==> config.mk <==
export PLATFORM = sky130hd
export DESIGN_NAME = shg_ram
export DESIGN_NICKNAME = d
export VERILOG_FILES = /design/src/rtl/shg_ram.sv
export SDC_FILE = /design/constraint.sdc
export NUM_CORES = 1
export LEC_CHECK = 0
export BUFFER_PORTS_ARGS = -buffer_cell sky130_fd_sc_hd__clkbuf_2
export CORE_MARGIN = 1
export CORE_UTILIZATION = 65
export CTS_CLUSTER_SIZE = 10
export DETAILED_ROUTE_END_ITERATION = 8
export PLACE_DENSITY = 0.81
export SKIP_CTS_REPAIR_TIMING = 1
export SYNTH_ARGS = -nofsm -noshare
export SYNTH_HDL_FRONTEND = slang
export SYNTH_SLANG_ARGS = --single-unit
==> constraint.sdc <==
create_clock -name clk_i -period 3.3 [get_ports clk_i]
set_input_delay 0.66 -clock clk_i [delete_from_list [all_inputs] [get_ports clk_i]]
set_output_delay 0.66 -clock clk_i [all_outputs]
set_load 0.05 [all_outputs]
==> src/rtl/shg_ram.sv <==
// Generic simple dual-port RAM: one write port, one read port, registered read.
// No dependencies.
module shg_ram #(
  parameter int unsigned WIDTH = 8,
  parameter int unsigned DEPTH = 16
) (
  input  logic                     clk_i,
  input  logic                     we_i,
  input  logic [$clog2(DEPTH)-1:0] waddr_i,
  input  logic [WIDTH-1:0]         wdata_i,
  input  logic [$clog2(DEPTH)-1:0] raddr_i,
  output logic [WIDTH-1:0]         rdata_o
);

  logic [WIDTH-1:0] mem_q [DEPTH];
  logic [WIDTH-1:0] rdata_q;

  // Write and registered read
  always_ff @(posedge clk_i) begin
    if (we_i) begin
      mem_q[waddr_i] <= wdata_i;
    end
    rdata_q <= mem_q[raddr_i];
  end

  assign rdata_o = rdata_q;

endmodule

==> impl_metrics.yaml, run 1 <==
outcome:
  status: "finished, final reports clean"
grt:
  grt_antenna_before_repair: 0
  met2_usage: 0.4242
  top_usage_layer: "met2"
  grt_usage: 0.2862
  grt_max_degree: 33
  grt_pass1_wl_um: 15830
  gr-usage-met3: 0.07119
  grtUsageMet1: 0.4062
  grt.overflow.total: 0
  grt_pass1_vias: 2544
placed_design:
  gp_congestion: 0.8026
  hpwl_um: 5975
  port_buffers: 25
  place_ws_ns: 0.9166
  placed_cells: 355
clocking:
  cts_buffer_depth: 2
  clk_pin_slew_ns: 0.06
  clock_sinks: 136
  cts-root-buf: "clkbuf_8"
  cts.htree.levels: 4
  cts_buffers: 17
  cts_tree: "yes"
  clk_latency_ns: 0.51
route:
  viasPerCell: 6.475
  drc: 0
  wire_per_inst_um: 27.37
  dr.first_iter.drc_count: 264
  drt-pass1-iter-count: 4
  antenna_left: 0
  num_vias: 2506
  wl_um: 10590
die:
  die-width_um: 90.99
  dieArea_um2: 8279
  initial_utilization: 0.6696
  placementRows: 32
  die_y_um: 90.99
  coreArea_um2: 7687
  ios: 26
critical_path:
  timing.rr.end: "rdata_o[3]"
  rr_worst_depth: 3
  r2r_slack_ns: 1.86
  cp-end-kind: "register"
  crit_path_start_kind: "input pin"
  cp.arrival_ns: 2.26
  worstPathRequired_ns: 3.68
  setup.worst_path.class: "input pin to register"
  regToRegStartpoint: "mem_q[9][3]"
  cp_max_fo: 14
hold_path:
  min_path_type: "input pin to register"
  hold_end: "mem_q[12][1]"
  hp-start: "wdata_i[1]"
  holdPathStages: 1
timing:
  fin_crit_ns: 1.880
  slew_violations: 0
  clock.fmax_mhz: 531.9
  relSlewSlack: 0.3741
  setup_tns_ns: 0
  clock_skew_ns: 0.007515
  setup_ws_ns: 1.420
  rsz0062_at_grt: "false"
  setup_viol: 0
  timing.final.crit_share: 0.5697
  worst_pin_slew_ns: 0.9354
  finalHoldViolations: 0
yosys:
  synthCells: 229
  yosys.area.top_type_share: 0.7467
  yosysUniqueCellTypes: 19
  synth-seq-cells: 136
  synth_warnings: 0
  yosys.area.top_type: "edfxtp_1"
  syn_nets: 247
  synthTopCellsByArea: "edfxtp_1 75%, mux4_2 7.9%, mux4_1 7.1%"
  avgSynthCellArea_um2: 22.48
  yosysSeqAreaShare: 0.7778
  syn_area_um2: 5147
final_layout:
  final_util: 0.7804
  antenna_cells: 0
  nets: 290
  area_growth_pct: 16.55
  drive_gt1_frac: 0.2982
  fillers: 389
  final_cells: 387
power:
  peakVddDrop_uv: 497.5
  power_density_nw_per_um2: 682.8
  p_leak_nw: 2.044
run:
  cap_viol_max_count: 0
## per-layer routing
layer / vias to the layer above / routed length (µm)
li1: 1059 / -
met1: 1299 / 4232
met2: 132 / 5314
met3: 16 / 831
met4: 0 / 213
met5: - / 0
## power by group
| group | switching (mW) | total (mW) | leakage (nW) | internal (mW) |
|---|---|---|---|---|
| Sequential | 0.0142 | 1.95 | 1.22 | 1.93 |
| Combinational | 0.142 | 0.214 | 0.521 | 0.0719 |
| Clock | 0.676 | 1.94 | 0.299 | 1.26 |
## Yosys cell counts
master and number:
and2b_1 1, nand3b_1 2, mux4_1 14, or3b_2 1, nand3_1 1, and2_1 1, nor2_1 13, nand2_1 9
buf_2 3, buf_6 3, mux4_2 18, nor2b_1 1, clkdlybuf4s25_2 3, nand2b_1 2, a22oi_1 16, buf_4 1
dfxtp_1 8, nor3_1 4, edfxtp_1 128
## final cells by class
type | count | area [µm²] | area share
clock buffers | 19 | 441.7 | 0.07362
clock inverters | 13 | 176.4 | 0.02941
multi-input cells | 83 | 1057 | 0.1762
flip-flops and latches | 136 | 4004 | 0.6674
well taps | 102 | 127.6 | 0.02127
repair buffers | 34 | 192.7 | 0.03212
## worst max-delay path by stage
| stage | startpoint | end | slack (ns) | cells past startpoint |
|---|---|---|---|---|
| 6_report | raddr_i[0] | rdata_o[3] | 1.42 | 5 |
| 5_1_grt | raddr_i[0] | rdata_o[4] | 1.35 | 5 |
| 4_1_cts | raddr_i[0] | rdata_o[4] | 1.42 | 5 |
| 3_5_place_dp | raddr_i[0] | rdata_o[4] | 0.92 | 5 |
| 3_3_place_gp | raddr_i[0] | rdata_o[4] | 0.94 | 5 |
| 2_1_floorplan | waddr_i[2] | mem_q[0][0] | 1.15 | 2 |
## critical path, cell delays in order
cell and delay, ns:
clkbuf_2 0.25, buf_4 0.34, mux4_1 0.61, a22oi_1 0.30, nand2_1 0.10
## flip-flops by register name, indices dropped and copies added, names as in the netlist
signal	flops
mem_q	128
rdata_o	8
## metrics by stage
stage	hold WS, ns	power [mW]	instance area, µm²
2_1_floorplan	0.6293	2.114	5147
3_3_place_gp	0.6625	2.181	5381
3_5_place_dp	0.6701	2.190	5381
4_1_cts	0.5458	4.114	6000
5_1_grt	0.5779	4.198	6000
6_report	0.5659	4.096	6000
## cell usage in the layout, fill, tap and decap left out
master / instances
nand2_1: 9
a22oi_1: 16
clkinv_2: 5
clkinv_4: 1
clkbuf_16: 16
clkbuf_8: 3
and2b_1: 1
or3b_2: 1
clkbuf_2: 25
nor2_1: 13
mux4_2: 18
nor2b_1: 1
dfxtp_1: 8
edfxtp_1: 128
clkinvlp_4: 3
nand3_1: 1
nand2b_1: 2
nand3b_1: 2
and2_1: 1
buf_4: 9
mux4_1: 14
bufinv_16: 4
nor3_1: 4
## kinds of logic after synthesis
kind of cell	after synthesis	share of synthesized area
AOI/OAI and AO/OA	16	0.02334
buffers and inverters	10	0.01677
DFF	136	0.7778
muxes	32	0.1502
and+or+nand+nor	35	0.03184
No activity file was read; power rests on OpenSTA's default activity.
==> inputs of run 2 (changes only) <==
- CORE_UTILIZATION: 65 -> 54
- PLACE_DENSITY: 0.81 -> 0.71
- clock period: 3.3 -> 1.65 ns (I/O delays scaled with it)
==> impl_metrics.yaml, run 2 (synthesis results as in run 1) <==
critical_path:
  setup.worst_path.class: "register to output port"
  timing.rr.end: "rdata_o[3]"
  cpPeakStageDelay_ns: 0.38
  cp-end-kind: "output port"
  cp_max_fo: 1
  worstSetupStartpoint: "rdata_o[3]"
  worstPathRequired_ns: 1.32
  crit_path_start_kind: "register"
  r2r_slack_ns: 0.26
  regToRegStartpoint: "mem_q[8][3]"
  rr_worst_depth: 3
  crit_chain: "clkbuf_2"
  slowest_stage: "dfxtp_1"
  crit_buf_inv: 1
  cp.arrival_ns: 1.18
  path_delay_family: "flip-flops"
final_layout:
  nets: 304
  area_growth_pct: 20.37
  largest_reg_flops: 128
  antenna_cells: 0
  largest-register: "mem_q"
  layout_commonest_cell: "edfxtp_1"
  final_cell_mix: "128 x edfxtp_1, 25 x clkbuf_2, 21 x buf_4, 18 x mux4_2"
  final_area_um2: 6196
  final_util: 0.6705
  drive_gt1_frac: 0.3244
grt:
  grt_pass1_vias: 2515
  grt_max_degree: 22
  grt_pass1_wl_um: 15100
  grt_antenna_before_repair: 0
  grt_usage: 0.2249
  grt.overflow.total: 0
timing:
  setup_ws_ns: 0.1420
  worst_pin_slew_ns: 0.7506
  whs_ns: 0.2523
  slew_violations: 0
  clock_skew_ns: 0.006474
  rsz0062_at_grt: "false"
  timing.final.crit_share: 0.9139
  finalHoldViolations: 0
  fin_crit_ns: 1.508
  relSlewSlack: 0.4978
  clock.fmax_mhz: 663.1
  setup_viol: 0
clocking:
  clk_latency_ns: 0.50
  clock_sinks: 136
  clk_pin_slew_ns: 0.06
  cts.htree.levels: 4
  cts_buffers: 17
  cts-root-buf: "clkbuf_8"
  cts_tree: "yes"
  cts_buffer_depth: 2
hold_path:
  holdPathStages: 1
  hp-start: "wdata_i[0]"
  min_path_type: "input pin to register"
  hold_end: "mem_q[4][0]"
die:
  dieArea_um2: 9927
  coreArea_um2: 9240
  die_y_um: 99.64
  initial_utilization: 0.5571
  die-width_um: 99.64
  placementRows: 35
  ios: 26
route:
  drc: 0
  wl_um: 10050
  viasPerCell: 5.722
  dr.first_iter.drc_count: 169
  antenna_left: 0
  wire_per_inst_um: 23.49
  drt-pass1-iter-count: 5
  num_vias: 2449
run:
  cap_viol_max_count: 0
placed_design:
  hpwl_um: 6070
  place_ws_ns: -0.1544
  gp_congestion: 0.7361
  postPlaceCellArea_um2: 5550
  port_buffers: 25
power:
  seqPwrFrac: 0.462
  power_density_nw_per_um2: 1359
  swShare: 0.1957
  peakVddDrop_uv: 694.3
  p_leak_nw: 2.142
  p_clk_frac: 0.486
  p_sw_mw: 1.647
  p_int_mw: 6.771
  pwr-share-comb: 0.052
outcome:
  status: "finished, final reports clean"
-- run 2: layout make-up --
cell class,instances,area [µm²]
repair buffers,48,322.8
clock inverters,14,227.7
multi-input cells,83,1062
flip-flops and latches,136,4004
well taps,129,161.4
fillers,579,3044
clock buffers,18,417.9
-- run 2: stage by stage --
stage | total power, mW | instances | setup TNS, ns
global placement | 4.391 | 396 | -0.4979
CTS | 8.476 | 428 | 0
global route | 8.644 | 428 | 0
floorplan | 4.228 | 229 | 0
finish | 8.418 | 428 | 0
detailed placement | 4.400 | 396 | -0.4727
-- run 2: worst max path at each step --
stage | slack (ns) | endpoint | cells after the start
after floorplan | 0.05 | mem_q[3][0] | 2
after global placement | -0.15 | rdata_o[3] | 6
after detailed placement | -0.15 | rdata_o[3] | 6
after CTS | 0.11 | rdata_o[3] | 1
after global routing | 0.09 | rdata_o[3] | 1
final | 0.14 | rdata_o[3] | 1
-- run 2: metal layers --
layer,track usage,vias to the layer above,share of wire
li1,-,1087,-
met1,0.3061,1264,0.40
met2,0.3542,94,0.52
met3,0.06395,4,0.068
met4,0.07805,0,0.0063
met5,0,-,0
-- run 2: power groups by stage --
| stage | Clock [mW] | Combinational (mW) | Sequential [mW] |
|---|---|---|---|
| 4_1_cts | 4.14 | 0.444 | 3.89 |
| 3_3_place_gp | 0 | 0.434 | 3.96 |
| 3_5_place_dp | 0 | 0.438 | 3.96 |
| 5_1_grt | 4.28 | 0.468 | 3.90 |
| 6_report | 4.09 | 0.436 | 3.89 |
| 2_1_floorplan | 0 | 0.196 | 4.03 |
