--- src/rtl/shg_pkg.sv ---
// Shared types, constants and state encodings for the spatial hash grid sorter.
// No dependencies; the hash unit and the top level in rtl/ import this package.
package shg_pkg;

  // Sizing of the particle store and the hash table
  localparam int unsigned MAX_PARTICLES = 1024;
  localparam int unsigned TABLE_SIZE    = 2048;

  localparam int unsigned IDX_W    = $clog2(MAX_PARTICLES);
  localparam int unsigned CNT_W    = $clog2(MAX_PARTICLES + 1);
  localparam int unsigned KEY_W    = $clog2(TABLE_SIZE);
  localparam int unsigned CS_DEPTH = TABLE_SIZE + 1;
  localparam int unsigned CS_AW    = $clog2(CS_DEPTH);

  // Fixed beat field widths
  localparam int unsigned OP_W   = 3;
  localparam int unsigned POS_W  = 20;
  localparam int unsigned INV_W  = 16;
  localparam int unsigned SLOT_W = 10;
  localparam int unsigned QKEY_W = 11;
  localparam int unsigned ST_W   = 2;
  localparam int unsigned HKEY_W = 11;
  localparam int unsigned PIDX_W = 10;
  localparam int unsigned RNG_W  = 11;

  // Width used to compare a requested slot against the particle count
  localparam int unsigned CMP_W = CNT_W + SLOT_W;

  // Shared multiplier: signed position times zero-extended scale
  localparam int unsigned MUL_B_W = INV_W + 1;
  localparam int unsigned MUL_P_W = POS_W + MUL_B_W;
  // Q12.8 times Q8.8 leaves 16 fraction bits to drop
  localparam int unsigned FRAC_SH = 16;

  localparam logic [INV_W-1:0] INV_RESET = INV_W'(256);

  // Hash primes
  localparam logic [31:0] HASH_P1 = 32'd73856093;
  localparam logic [31:0] HASH_P2 = 32'd19349663;
  localparam logic [31:0] HASH_P3 = 32'd83492791;

  typedef enum logic [OP_W-1:0] {
    OP_CLEAR      = 3'd0,
    OP_INSERT     = 3'd1,
    OP_BUILD      = 3'd2,
    OP_READ_SLOT  = 3'd3,
    OP_READ_RANGE = 3'd4
  } op_e;

  typedef enum logic [ST_W-1:0] {
    ST_OK        = 2'd0,
    ST_FULL      = 2'd1,
    ST_NOT_BUILT = 2'd2,
    ST_RANGE     = 2'd3
  } status_e;

  // Top-level sequencer
  typedef enum logic [3:0] {
    S_IDLE,
    S_HASH,
    S_ZERO,
    S_CNT_RD,
    S_CNT_KEY,
    S_CNT_INC,
    S_PRE_RD,
    S_PRE_WR,
    S_SCT_RD,
    S_SCT_KEY,
    S_SCT_WR,
    S_SLOT_OUT,
    S_RNG_A,
    S_RNG_B
  } state_e;

  // Cell and hash unit steps
  typedef enum logic [2:0] {
    H_IDLE,
    H_MX,
    H_MY,
    H_MZ,
    H_HX,
    H_HY,
    H_HZ,
    H_FIN
  } hstate_e;

  typedef struct packed {
    logic [OP_W-1:0]          operation;
    logic signed [POS_W-1:0]  pos_x;
    logic signed [POS_W-1:0]  pos_y;
    logic signed [POS_W-1:0]  pos_z;
    logic [SLOT_W-1:0]        slot_index;
    logic [QKEY_W-1:0]        query_key;
  } cmd_t;

  typedef struct packed {
    logic [ST_W-1:0]          status;
    logic [HKEY_W-1:0]        hash_key;
    logic signed [POS_W-1:0]  cell_x;
    logic signed [POS_W-1:0]  cell_y;
    logic signed [POS_W-1:0]  cell_z;
    logic [PIDX_W-1:0]        particle_index;
    logic [RNG_W-1:0]         range_start;
    logic [RNG_W-1:0]         range_end;
  } rsp_t;

  // Request and answer between the sequencer and the hash unit
  typedef struct packed {
    logic                     start;
    logic signed [POS_W-1:0]  pos_x;
    logic signed [POS_W-1:0]  pos_y;
    logic signed [POS_W-1:0]  pos_z;
  } hu_req_t;

  typedef struct packed {
    logic                     done;
    logic [KEY_W-1:0]         key;
    logic signed [POS_W-1:0]  cell_x;
    logic signed [POS_W-1:0]  cell_y;
    logic signed [POS_W-1:0]  cell_z;
  } hu_rsp_t;

endpackage

--- src/rtl/shg_hash_unit.sv ---
// Cell and hash computation on one shared registered multiplier.
// Depends on shg_pkg for widths, primes and the step encoding.
module shg_hash_unit
  import shg_pkg::*;
(
  input  logic             clk_i,
  input  logic             rst_ni,
  input  logic [INV_W-1:0] inv_i,
  input  hu_req_t          req_i,
  output hu_rsp_t          rsp_o
);

  hstate_e state_q, state_d;

  logic signed [POS_W-1:0]   px_q, py_q, pz_q;
  logic signed [POS_W-1:0]   cx_q, cy_q, cz_q;
  logic [KEY_W-1:0]          acc_q;
  logic signed [MUL_P_W-1:0] prod_q, prod_d;
  logic signed [POS_W-1:0]   mul_a;
  logic signed [MUL_B_W-1:0] mul_b;

  // Step sequence: three scale multiplies, then three prime multiplies
  always_comb begin
    state_d = state_q;
    unique case (state_q)
      H_IDLE:  if (req_i.start) state_d = H_MX;
      H_MX:    state_d = H_MY;
      H_MY:    state_d = H_MZ;
      H_MZ:    state_d = H_HX;
      H_HX:    state_d = H_HY;
      H_HY:    state_d = H_HZ;
      H_HZ:    state_d = H_FIN;
      H_FIN:   state_d = H_IDLE;
      default: state_d = H_IDLE;
    endcase
  end

  // Select multiplier operands per step
  always_comb begin
    mul_a = px_q;
    mul_b = $signed({1'b0, inv_i});
    unique case (state_q)
      H_MX: begin
        mul_a = px_q;
      end
      H_MY: begin
        mul_a = py_q;
      end
      H_MZ: begin
        mul_a = pz_q;
      end
      H_HX: begin
        mul_a = cx_q;
        mul_b = $signed(HASH_P1[MUL_B_W-1:0]);
      end
      H_HY: begin
        mul_a = cy_q;
        mul_b = $signed(HASH_P2[MUL_B_W-1:0]);
      end
      H_HZ: begin
        mul_a = cz_q;
        mul_b = $signed(HASH_P3[MUL_B_W-1:0]);
      end
      default: begin
        mul_a = px_q;
      end
    endcase
    // Only the low key bits of the prime products are kept
    prod_d = mul_a * mul_b;
  end

  // Answer: hold the cell, fold the last product into the key
  always_comb begin
    rsp_o.done   = (state_q == H_FIN);
    rsp_o.key    = acc_q ^ prod_q[KEY_W-1:0];
    rsp_o.cell_x = cx_q;
    rsp_o.cell_y = cy_q;
    rsp_o.cell_z = cz_q;
  end

  // Step register
  always_ff @(posedge clk_i or negedge rst_ni) begin
    if (!rst_ni) begin
      state_q <= H_IDLE;
    end else begin
      state_q <= state_d;
    end
  end

  // Datapath: capture positions, floor products into cells, fold hash terms
  always_ff @(posedge clk_i) begin
    prod_q <= prod_d;
    if (state_q == H_IDLE && req_i.start) begin
      px_q <= req_i.pos_x;
      py_q <= req_i.pos_y;
      pz_q <= req_i.pos_z;
    end
    if (state_q == H_MY) cx_q <= prod_q[FRAC_SH+POS_W-1:FRAC_SH];
    if (state_q == H_MZ) cy_q <= prod_q[FRAC_SH+POS_W-1:FRAC_SH];
    if (state_q == H_HX) cz_q <= prod_q[FRAC_SH+POS_W-1:FRAC_SH];
    if (state_q == H_HY) acc_q <= prod_q[KEY_W-1:0];
    if (state_q == H_HZ) acc_q <= acc_q ^ prod_q[KEY_W-1:0];
  end

endmodule

--- config.mk ---
export PLATFORM = sky130hd
export DESIGN_NAME = shg_hash_unit
export DESIGN_NICKNAME = d
export VERILOG_FILES = /design/src/rtl/shg_pkg.sv /design/src/rtl/shg_hash_unit.sv
export SDC_FILE = /design/constraint.sdc
export NUM_CORES = 1
export LEC_CHECK = 0
export ABC_AREA = 1
export BUFFER_PORTS_ARGS = -buffer_cell sky130_fd_sc_hd__buf_4
export CAP_MARGIN = 20
export CORE_ASPECT_RATIO = 0.6
export CORE_MARGIN = 5
export CORE_UTILIZATION = 50
export DETAILED_ROUTE_END_ITERATION = 10
export GPL_ROUTABILITY_DRIVEN = 0
export HOLD_SLACK_MARGIN = 0.08
export PLACE_DENSITY_LB_ADDON = 0.25
export SYNTH_ARGS = -nofsm -noshare
export SYNTH_HDL_FRONTEND = slang
export SYNTH_SLANG_ARGS = --single-unit
--- constraint.sdc ---
create_clock -name clk_i -period 6.9 [get_ports clk_i]
set_clock_uncertainty 0.05 [all_clocks]
set_input_delay 1.035 -clock clk_i [delete_from_list [all_inputs] [get_ports clk_i]]
set_output_delay 1.035 -clock clk_i [all_outputs]
set_load 0.02 [all_outputs]
==> results of run 1 <==
## cells by family (layout without fill, tap and decap cells)
kind of cell / Yosys count / in the layout / synth area share (%)
compound gates: 139 / 139 / 5.71
xor+xnor: 38 / 38 / 1.79
fa+ha+maj: 424 / 424 / 42.1
buf+inv: 478 / 733 / 10.9
flops: 165 / 165 / 24.9
simple gates: 650 / 650 / 14.6
## metal layers
layer / GRT usage [%] / vias to the layer above / part of all wire [%]
li1: - / 6260 / -
met1: 39.2 / 7266 / 41
met2: 37.7 / 889 / 41
met3: 13.2 / 112 / 16
met4: 6.42 / 0 / 2.4
met5: 0 / - / 0
## worst max-delay path, cell delays in order (launching register included)
cell	delay (ps)
dfrtp_2	480
inv_2	90
nand2_2	110
nor2_4	70
buf_12	130
clkbuf_16	170
a221oi_4	300
nand4_4	290
nand2_4	210
nor2_1	80
fa_1	580
fa_1	470
fa_1	610
fa_1	480
fa_1	520
fa_1	420
ha_1	370
a21oi_1	260
o21ai_0	180
a21oi_1	270
o21ai_0	140
a21oi_2	250
inv_1	70
nand2_1	70
nand2_1	40
## registers in the layout, summed over array words and instances (netlist names)
signal	count
py_q	20
prod_q	31
px_q	20
cz_q	20
cy_q	20
acc_q	11
pz_q	20
cx_q	20
state_q	3
## what timing repair did
action	CTS	global route
buffers inserted	3	27
cloned	0	4
pin swaps	0	14
gates resized for setup	10	75
endpoints found under the setup margin	11	17
hold buffers	0	0
## area by class of cell
| type | instances | area [µm²] | share of cell area (%) |
|---|---|---|---|
| clock buffers | 20 | 467 | 2.13 |
| clock inverters | 12 | 133 | 0.605 |
| inverters | 427 | 1650 | 7.51 |
| multi-input cells | 1251 | 12200 | 55.8 |
| flip-flops and latches | 165 | 4630 | 21.1 |
| well taps | 476 | 596 | 2.72 |
| repair buffers | 273 | 2210 | 10.1 |
| repair inverters | 1 | 7.51 | 0.0343 |
## cell usage in the layout, fill, tap and decap left out, types with 31 or more instances in the layout
cell type and count:
inv_1 398, fa_1 329, nand2_1 307, buf_4 259, nor2_1 206, edfxtp_1 131, ha_1 80, nand3_1 68
a21oi_1 38, dfxtp_1 31
## metrics by stage
stage	hold slack, ps	cells	utilization, %	TNS, ps
after detailed placement	395	2559	56.6	-1170
after floorplan	371	1894	-	0
after global routing	321	2625	60.0	-303
after CTS	323	2594	58.5	0
after global placement	392	2559	56.6	-410
final	331	2625	60.0	0
## path summary, 6_finish.rpt
path,slack [ps],from,endpoint,cells after the start
min in group clk_i,410,prod_q[32],cy_q[16],0
max in group asynchronous,6350,rst_ni,state_q[0],1
worst min-delay path,330,rst_ni,state_q[2],1
worst min register to register,410,prod_q[32],cy_q[16],0
worst max-delay path,50,state_q[1],prod_q[35],24
worst max register to register,50,state_q[1],prod_q[35],24
==> qor.yml, run 1 <==
outcome:
  outcome: "complete, no violations"
timing:
  fmax_ghz: 0.146
  tightestPinTransition_ps: 802
  finalCritPeriodShare_pct: 99.2
  rsz0062_at_grt: "true"
  maxSlewViolCount: 0
  relSlewSlack_pct: 46.6
  setup_ws_ps: 54.4
  setup_viol: 0
  hold_violations: 0
  period_needed_ps: 6850
worst_setup_path:
  start_kind: "flop"
  critPathKind: "flop to flop"
  critPathRequiredTime_ps: 7180
  critPathMaxFanout: 9
  crit_path_end_kind: "flop"
  arrival_ps: 7120
logic_synthesis:
  avgSynthCellArea_um2: 9.81
  ys_top_cells_by_count: "408 x inv_1, 335 x fa_1, 315 x nand2_1, 216 x nor2_1, 131 x edfxtp_1"
  syn-cell-area_mm2: 0.0186
  syn_inst: 1894
  ys_seq_area_share_pct: 24.9
  synth_cell_types: 54
  syn-num-nets: 2397
  ys.flop_type: "edfxtp_1"
  synth_top_cell_by_area: "fa_1"
  ys_warn_count: 0
  yosysMostFrequentCell: "inv_1"
  ys_top_cells_by_area: "fa_1 36%, edfxtp_1 21%, inv_1 8.2%"
  synth_edf_count: 131
  synth_async_sr_flop_share_pct: 1.82
  synth-seq-cells: 165
  synth_top_cell_area_share_pct: 36.1
place:
  hpwlAfterDp_um: 48000
  dpl-instance-area_mm2: 0.0207
  place_worst_setup_slack_ps: -312
  port_buffers: 150
run:
  drv_cap: 0
floorplan:
  start_util_pct: 50.9
  die_area_mm2: 0.0412
  dieHeight_um: 159
  core.rowCount: 54
  core_area_mm2: 0.0365
  die_x_um: 259
  num_io_pins: 151
route:
  drtIter0Drc: 1735
  vias: 14500
  avgViaCountPerCell: 5.53
  ant_nets: 0
  wl_um: 58000
  wl_per_cell_um: 22.1
  first_pass_iters: 9
  drc: 0
final_layout:
  layout.nets: 2639
  diodes: 0
  syn_to_final_growth_pct: 17.9
  layout-drive-gt1-share_pct: 20.8
  fillers: 3048
  fin_area_mm2: 0.0219
cts:
  cts.path.max_buffers: 2
  path_clk_slew_ps: 80
  cts_buffers: 17
  clockRootBuffer: "clkbuf_16"
  cts_tree: "yes"
  clkLatencyLatePin_ps: 450
  clock_sinks: 165
  htreeDepth: 4
hold_path:
  min_path_type: "primary input to async pin"
global_route:
  grt_max_degree: 57
  grt_pass1_vias: 14700
  grt_pass1_wl_um: 86100
  grt_overflow: 0
  grt_use_total_pct: 27.4
  antenna_found_initial: 0
Power of run 1 is left out: the tool's default activity adds up to more than one toggle a clock period on the data nets, which glitch-free logic cannot reach.
==> run 2, diff against run 1 <==
--- a/config.mk
+++ b/config.mk
@@ -8,7 +8,6 @@
 export ABC_AREA = 1
 export BUFFER_PORTS_ARGS = -buffer_cell sky130_fd_sc_hd__buf_4
 export CAP_MARGIN = 20
-export CORE_ASPECT_RATIO = 0.6
 export CORE_MARGIN = 5
 export CORE_UTILIZATION = 50
 export DETAILED_ROUTE_END_ITERATION = 10
==> qor.yml, run 2 (synthesized netlist as in run 1, its figures left out) <==
route:
  drtIter0Drc: 1257  # -28%
  wl_per_cell_um: 20.6  # -6.8%
  vias: 14100  # -3.3%
  drc: 0  # unchanged
  ant_nets: 0  # unchanged
  avgViaCountPerCell: 5.42  # -2.0%
  wl_um: 53400  # -7.9%
  first_pass_iters: 5  # -4
cts:
  cts.path.max_buffers: 2  # unchanged
  cts_buffers: 17  # unchanged
  clkLatencyLatePin_ps: 420  # -30 ps
  clock_sinks: 165  # unchanged
  cts_tree: "yes"
  path_clk_slew_ps: 60  # -20 ps
  htreeDepth: 4  # unchanged
  clockRootBuffer: "clkbuf_16"
final_layout:
  final_cell_mix: "401 x inv_1, 333 x fa_1, 310 x nand2_1"
  largest_register_ffs: 31  # unchanged
  final_common_cell: "inv_1"
  layout.nets: 2615  # -0.91%
  diodes: 0  # unchanged
  layout-drive-gt1-share_pct: 18.9  # -1.9 points
  syn_to_final_growth_pct: 16.4
  top_register: "prod_q"
timing:
  finalCritPeriodShare_pct: 97.8  # -1.4 points
  maxSlewViolCount: 0  # unchanged
  period_needed_ps: 6750  # -96.7 ps
  relSlewSlack_pct: 49.6  # +3.0 points
  hold_violations: 0  # unchanged
  setup_viol: 0  # unchanged
  tightestPinTransition_ps: 756  # -45.3 ps
  setup_ws_ps: 151  # +96.7 ps
  fmax_ghz: 0.148  # +1.4%
worst_setup_path:
  start_kind: "flop"
  arrival_ps: 7010  # -110 ps
  critPathKind: "flop to flop"
  critPathMaxFanout: 11  # +2
  rrSetupSlack_ps: 150  # +100 ps
  crit_path_end_kind: "flop"
  critPathRequiredTime_ps: 7160  # -20 ps
global_route:
  antenna_found_initial: 0  # unchanged
  grt-busiest-layer: "met2"
  grt_use_met1_pct: 35.1  # -4.1 points
  grt_overflow: 0  # unchanged
  grt_use_total_pct: 26.0  # -1.4 points
  grt_pass1_wl_um: 82700  # -3.9%
  grt_max_degree: 55  # -3.5%
  met3_usage_pct: 4.07  # -9.1 points
  gr-usage-met2_pct: 43.1  # +5.4 points
  grt_pass1_vias: 14700  # +0.14%
floorplan:
  core_area_mm2: 0.0366  # +0.34%
  die_x_um: 203  # -22%
  core.rowCount: 70  # +30%
  num_io_pins: 151  # unchanged
  start_util_pct: 50.7  # -0.17 points
  die_area_mm2: 0.0411  # -0.31%
  dieHeight_um: 203  # +27%
place:
  port_buffers: 150  # unchanged
  hpwlAfterDp_um: 44200  # -7.9%
  place_worst_setup_slack_ps: 22.8  # +335 ps
outcome:
  outcome: "complete, no violations"
run:
  drv_cap: 0  # unchanged
hold_path:
  min_path_type: "primary input to async pin"
-- run 2: cell type report --
type                       instances  area, µm²
tap                              468        586
inverter                         427       1650
clock inverter                    13        133
sequential                       165       4630
clock buffer                      18        429
timing repair buffer             250       2080
multi-input combinational       1251      12100
fill                            3076      15000
-- run 2: metal layers --
layer,vias to the layer above,share of wire (%)
met5,-,0
met4,0,4.1
met3,127,8.2
met2,669,49
met1,7058,39
li1,6198,-
-- run 2: path summary, 6_finish.rpt --
path                         endpoint  cells past startpoint        from
max in group asynchronous  state_q[2]                      1      rst_ni
min in group clk_i            cx_q[1]                      0  prod_q[17]
setup reg to reg           prod_q[34]                     25  state_q[1]
hold / removal             state_q[0]                      1      rst_ni
setup / recovery           prod_q[34]                     25  state_q[1]
hold reg to reg               cx_q[1]                      0  prod_q[17]
-- run 2: critical path, stage by stage (launching register included) --
cell and delay [ps]:
dfrtp_2 420, inv_1 120, nand2_2 110, nor2_4 50, buf_12 140, clkbuf_16 190, inv_2 120, o21ai_2 100
inv_1 480, buf_4 250, nand3_1 120, fa_1 540, fa_1 550, inv_1 50, fa_1 520, fa_1 450
fa_1 400, fa_1 510, ha_1 400, a21oi_1 260, o21ai_0 100, a21oi_1 180, o21ai_0 110, a21oi_1 130
nand2_1 110, xor2_1 160
-- run 2: through the flow --
stage	area [µm²]	setup TNS, ps	util (%)	cells	hold WS, ps
after global placement	20500	-33.1	56.1	2535	384
after CTS	21100	0	57.6	2566	333
final	21600	0	59.1	2592	343
after detailed placement	20500	0	56.1	2535	393
after global routing	21600	-187	59.1	2592	329
after floorplan	18600	0	-	1894	371
-- run 2: timing repair --
item	4_1_cts	5_1_grt
buffers inserted	0	23
pin swaps	0	9
resized for setup	2	56
cloned	0	3
setup endpoints to repair	2	20
hold buffers	0	0
Power of run 2 is left out for the same reason.
==> run 3, diff against run 2 <==
--- a/config.mk
+++ b/config.mk
@@ -13,7 +13,8 @@
 export DETAILED_ROUTE_END_ITERATION = 10
 export GPL_ROUTABILITY_DRIVEN = 0
 export HOLD_SLACK_MARGIN = 0.08
-export PLACE_DENSITY_LB_ADDON = 0.25
+export PLACE_DENSITY = 0.75
+export SLEW_MARGIN = 20
 export SYNTH_ARGS = -nofsm -noshare
 export SYNTH_HDL_FRONTEND = slang
 export SYNTH_SLANG_ARGS = --single-unit
==> qor.yml, run 3 (synthesized netlist as in run 1, its figures left out) <==
final_layout:
  fin_util_pct: 59.0  # about the same
  final_cells: 2594  # +0.077%
  layout-drive-gt1-share_pct: 18.3  # -0.54 points
  final_common_cell: "inv_1"
  syn_to_final_growth_pct: 16.4  # about the same
  largest_register_ffs: 31  # unchanged
  fin_area_mm2: 0.0216  # about the same
  final_cell_mix: "403 x inv_1, 333 x fa_1, 311 x nand2_1"
  layout.nets: 2616  # +0.038%
  top_register: "prod_q"
  diodes: 0  # unchanged
route:
  drc: 0  # unchanged
  ant_nets: 0  # unchanged
  drtIter0Drc: 1353  # +7.6%
  wl_per_cell_um: 20.3  # -1.7%
  avgViaCountPerCell: 5.56  # +2.5%
  first_pass_iters: 7  # +2
  vias: 14400  # +2.5%
  wl_um: 52500  # -1.7%
place:
  port_buffers: 150  # unchanged
  hpwlAfterDp_um: 42500  # -4.0%
  dp_cells: 2532  # -0.12%
  dpl-instance-area_mm2: 0.0205  # -0.11%
timing:
  setup_viol: 0  # unchanged
  final.setup.tns_ps: 0  # unchanged
  period_needed_ps: 6780  # +26.7 ps
  tightestPinTransition_ps: 808  # +51.8 ps
  fmax_ghz: 0.148  # -0.39%
  rsz0062_at_grt: "true"
  hold_violations: 0  # unchanged
  relSlewSlack_pct: 46.1  # -3.5 points
  maxSlewViolCount: 0  # unchanged
  finalCritPeriodShare_pct: 98.2  # +0.39 points
hold_path:
  min_path_type: "primary input to async pin"
outcome:
  outcome: "complete, no violations"
cts:
  cts_tree: "yes"
  cts.path.max_buffers: 2  # unchanged
  clkLatencyLatePin_ps: 420  # about the same
  clock_sinks: 165  # unchanged
  clockRootBuffer: "clkbuf_16"
  htreeDepth: 4  # unchanged
  cts_buffers: 17  # unchanged
  ctsHoldBuffers: 0  # unchanged
  path_clk_slew_ps: 60  # about the same
worst_setup_path:
  critPathMaxFanout: 10  # -1
  start_kind: "flop"
  critPathKind: "flop to flop"
  critPathRequiredTime_ps: 7190  # +30 ps
  arrival_ps: 7070  # +60 ps
  crit_path_end_kind: "flop"
global_route:
  grt_overflow: 0  # unchanged
  antenna_found_initial: 0  # unchanged
  grt_pass1_vias: 15100  # +2.5%
  grt_max_degree: 58  # +5.5%
  grt_use_total_pct: 25.4  # -0.62 points
  grt_pass1_wl_um: 81200  # -1.8%
floorplan:
  die_x_um: 203  # unchanged
  core_area_mm2: 0.0366  # unchanged
  die_area_mm2: 0.0411  # unchanged
  num_io_pins: 151  # unchanged
  start_util_pct: 50.7  # unchanged
  dieHeight_um: 203  # unchanged
  core.rowCount: 70  # unchanged
run:
  drv_cap: 0  # unchanged
[run 3: metal layers]
layer | wire (µm) | share of wire [%] | track usage (%)
met1 | 18600 | 35 | 31.7
met2 | 25900 | 49 | 42.9
met3 | 5140 | 9.8 | 4.52
met4 | 2950 | 5.6 | 12.5
met5 | 0 | 0 | 0
[run 3: final timing paths]
check	from	endpoint	slack [ps]	cells after the start
hold reg to reg	prod_q[25]	cy_q[9]	410	0
max in group asynchronous	rst_ni	state_q[0]	6350	1
setup / recovery	state_q[2]	prod_q[34]	120	27
min in group clk_i	prod_q[25]	cy_q[9]	410	0
hold / removal	rst_ni	state_q[2]	340	1
setup reg to reg	state_q[2]	prod_q[34]	120	27
[run 3: stage by stage]
step / worst slack [ps] / hold slack (ps)
2_1_floorplan: 359 / 371
3_3_place_gp: 77.7 / 383
3_5_place_dp: 30.3 / 393
4_1_cts: 22.3 / 335
5_1_grt: -160 / 337
6_report: 124 / 343
[run 3: cell type report]
class / count / area (µm²)
sequential: 165 / 4630
timing repair buffer: 251 / 2040
tap: 468 / 586
fill: 2960 / 15000
multi-input combinational: 1251 / 12100
clock inverter: 4 / 23.8
clock buffer: 28 / 603
inverter: 427 / 1640
[run 3: worst max-delay path: stages, from the launching register on]
cell     delay (ps)
dfrtp_1         420
buf_4           180
nand2_4          90
nand3_4         140
buf_4           170
nand2_1          50
inv_1            50
nand2_2         160
nand2_4         150
inv_1           170
nand2_1         180
fa_1            620
inv_1           130
fa_1            600
inv_1            90
fa_1            480
inv_1            50
fa_1            500
inv_1            60
fa_1            480
inv_1            50
fa_1            440
ha_1            420
nand3_1         130
nor2_1          270
nand3_1         200
nand2_1         160
xor2_1          190
[run 3: repair_timing]
item | CTS | global route
gates cloned | 0 | 2
pin swaps | 1 | 6
setup buffers | 3 | 25
endpoints found under the setup margin | 3 | 18
resized for setup | 2 | 44
Power of run 3 is left out for the same reason.
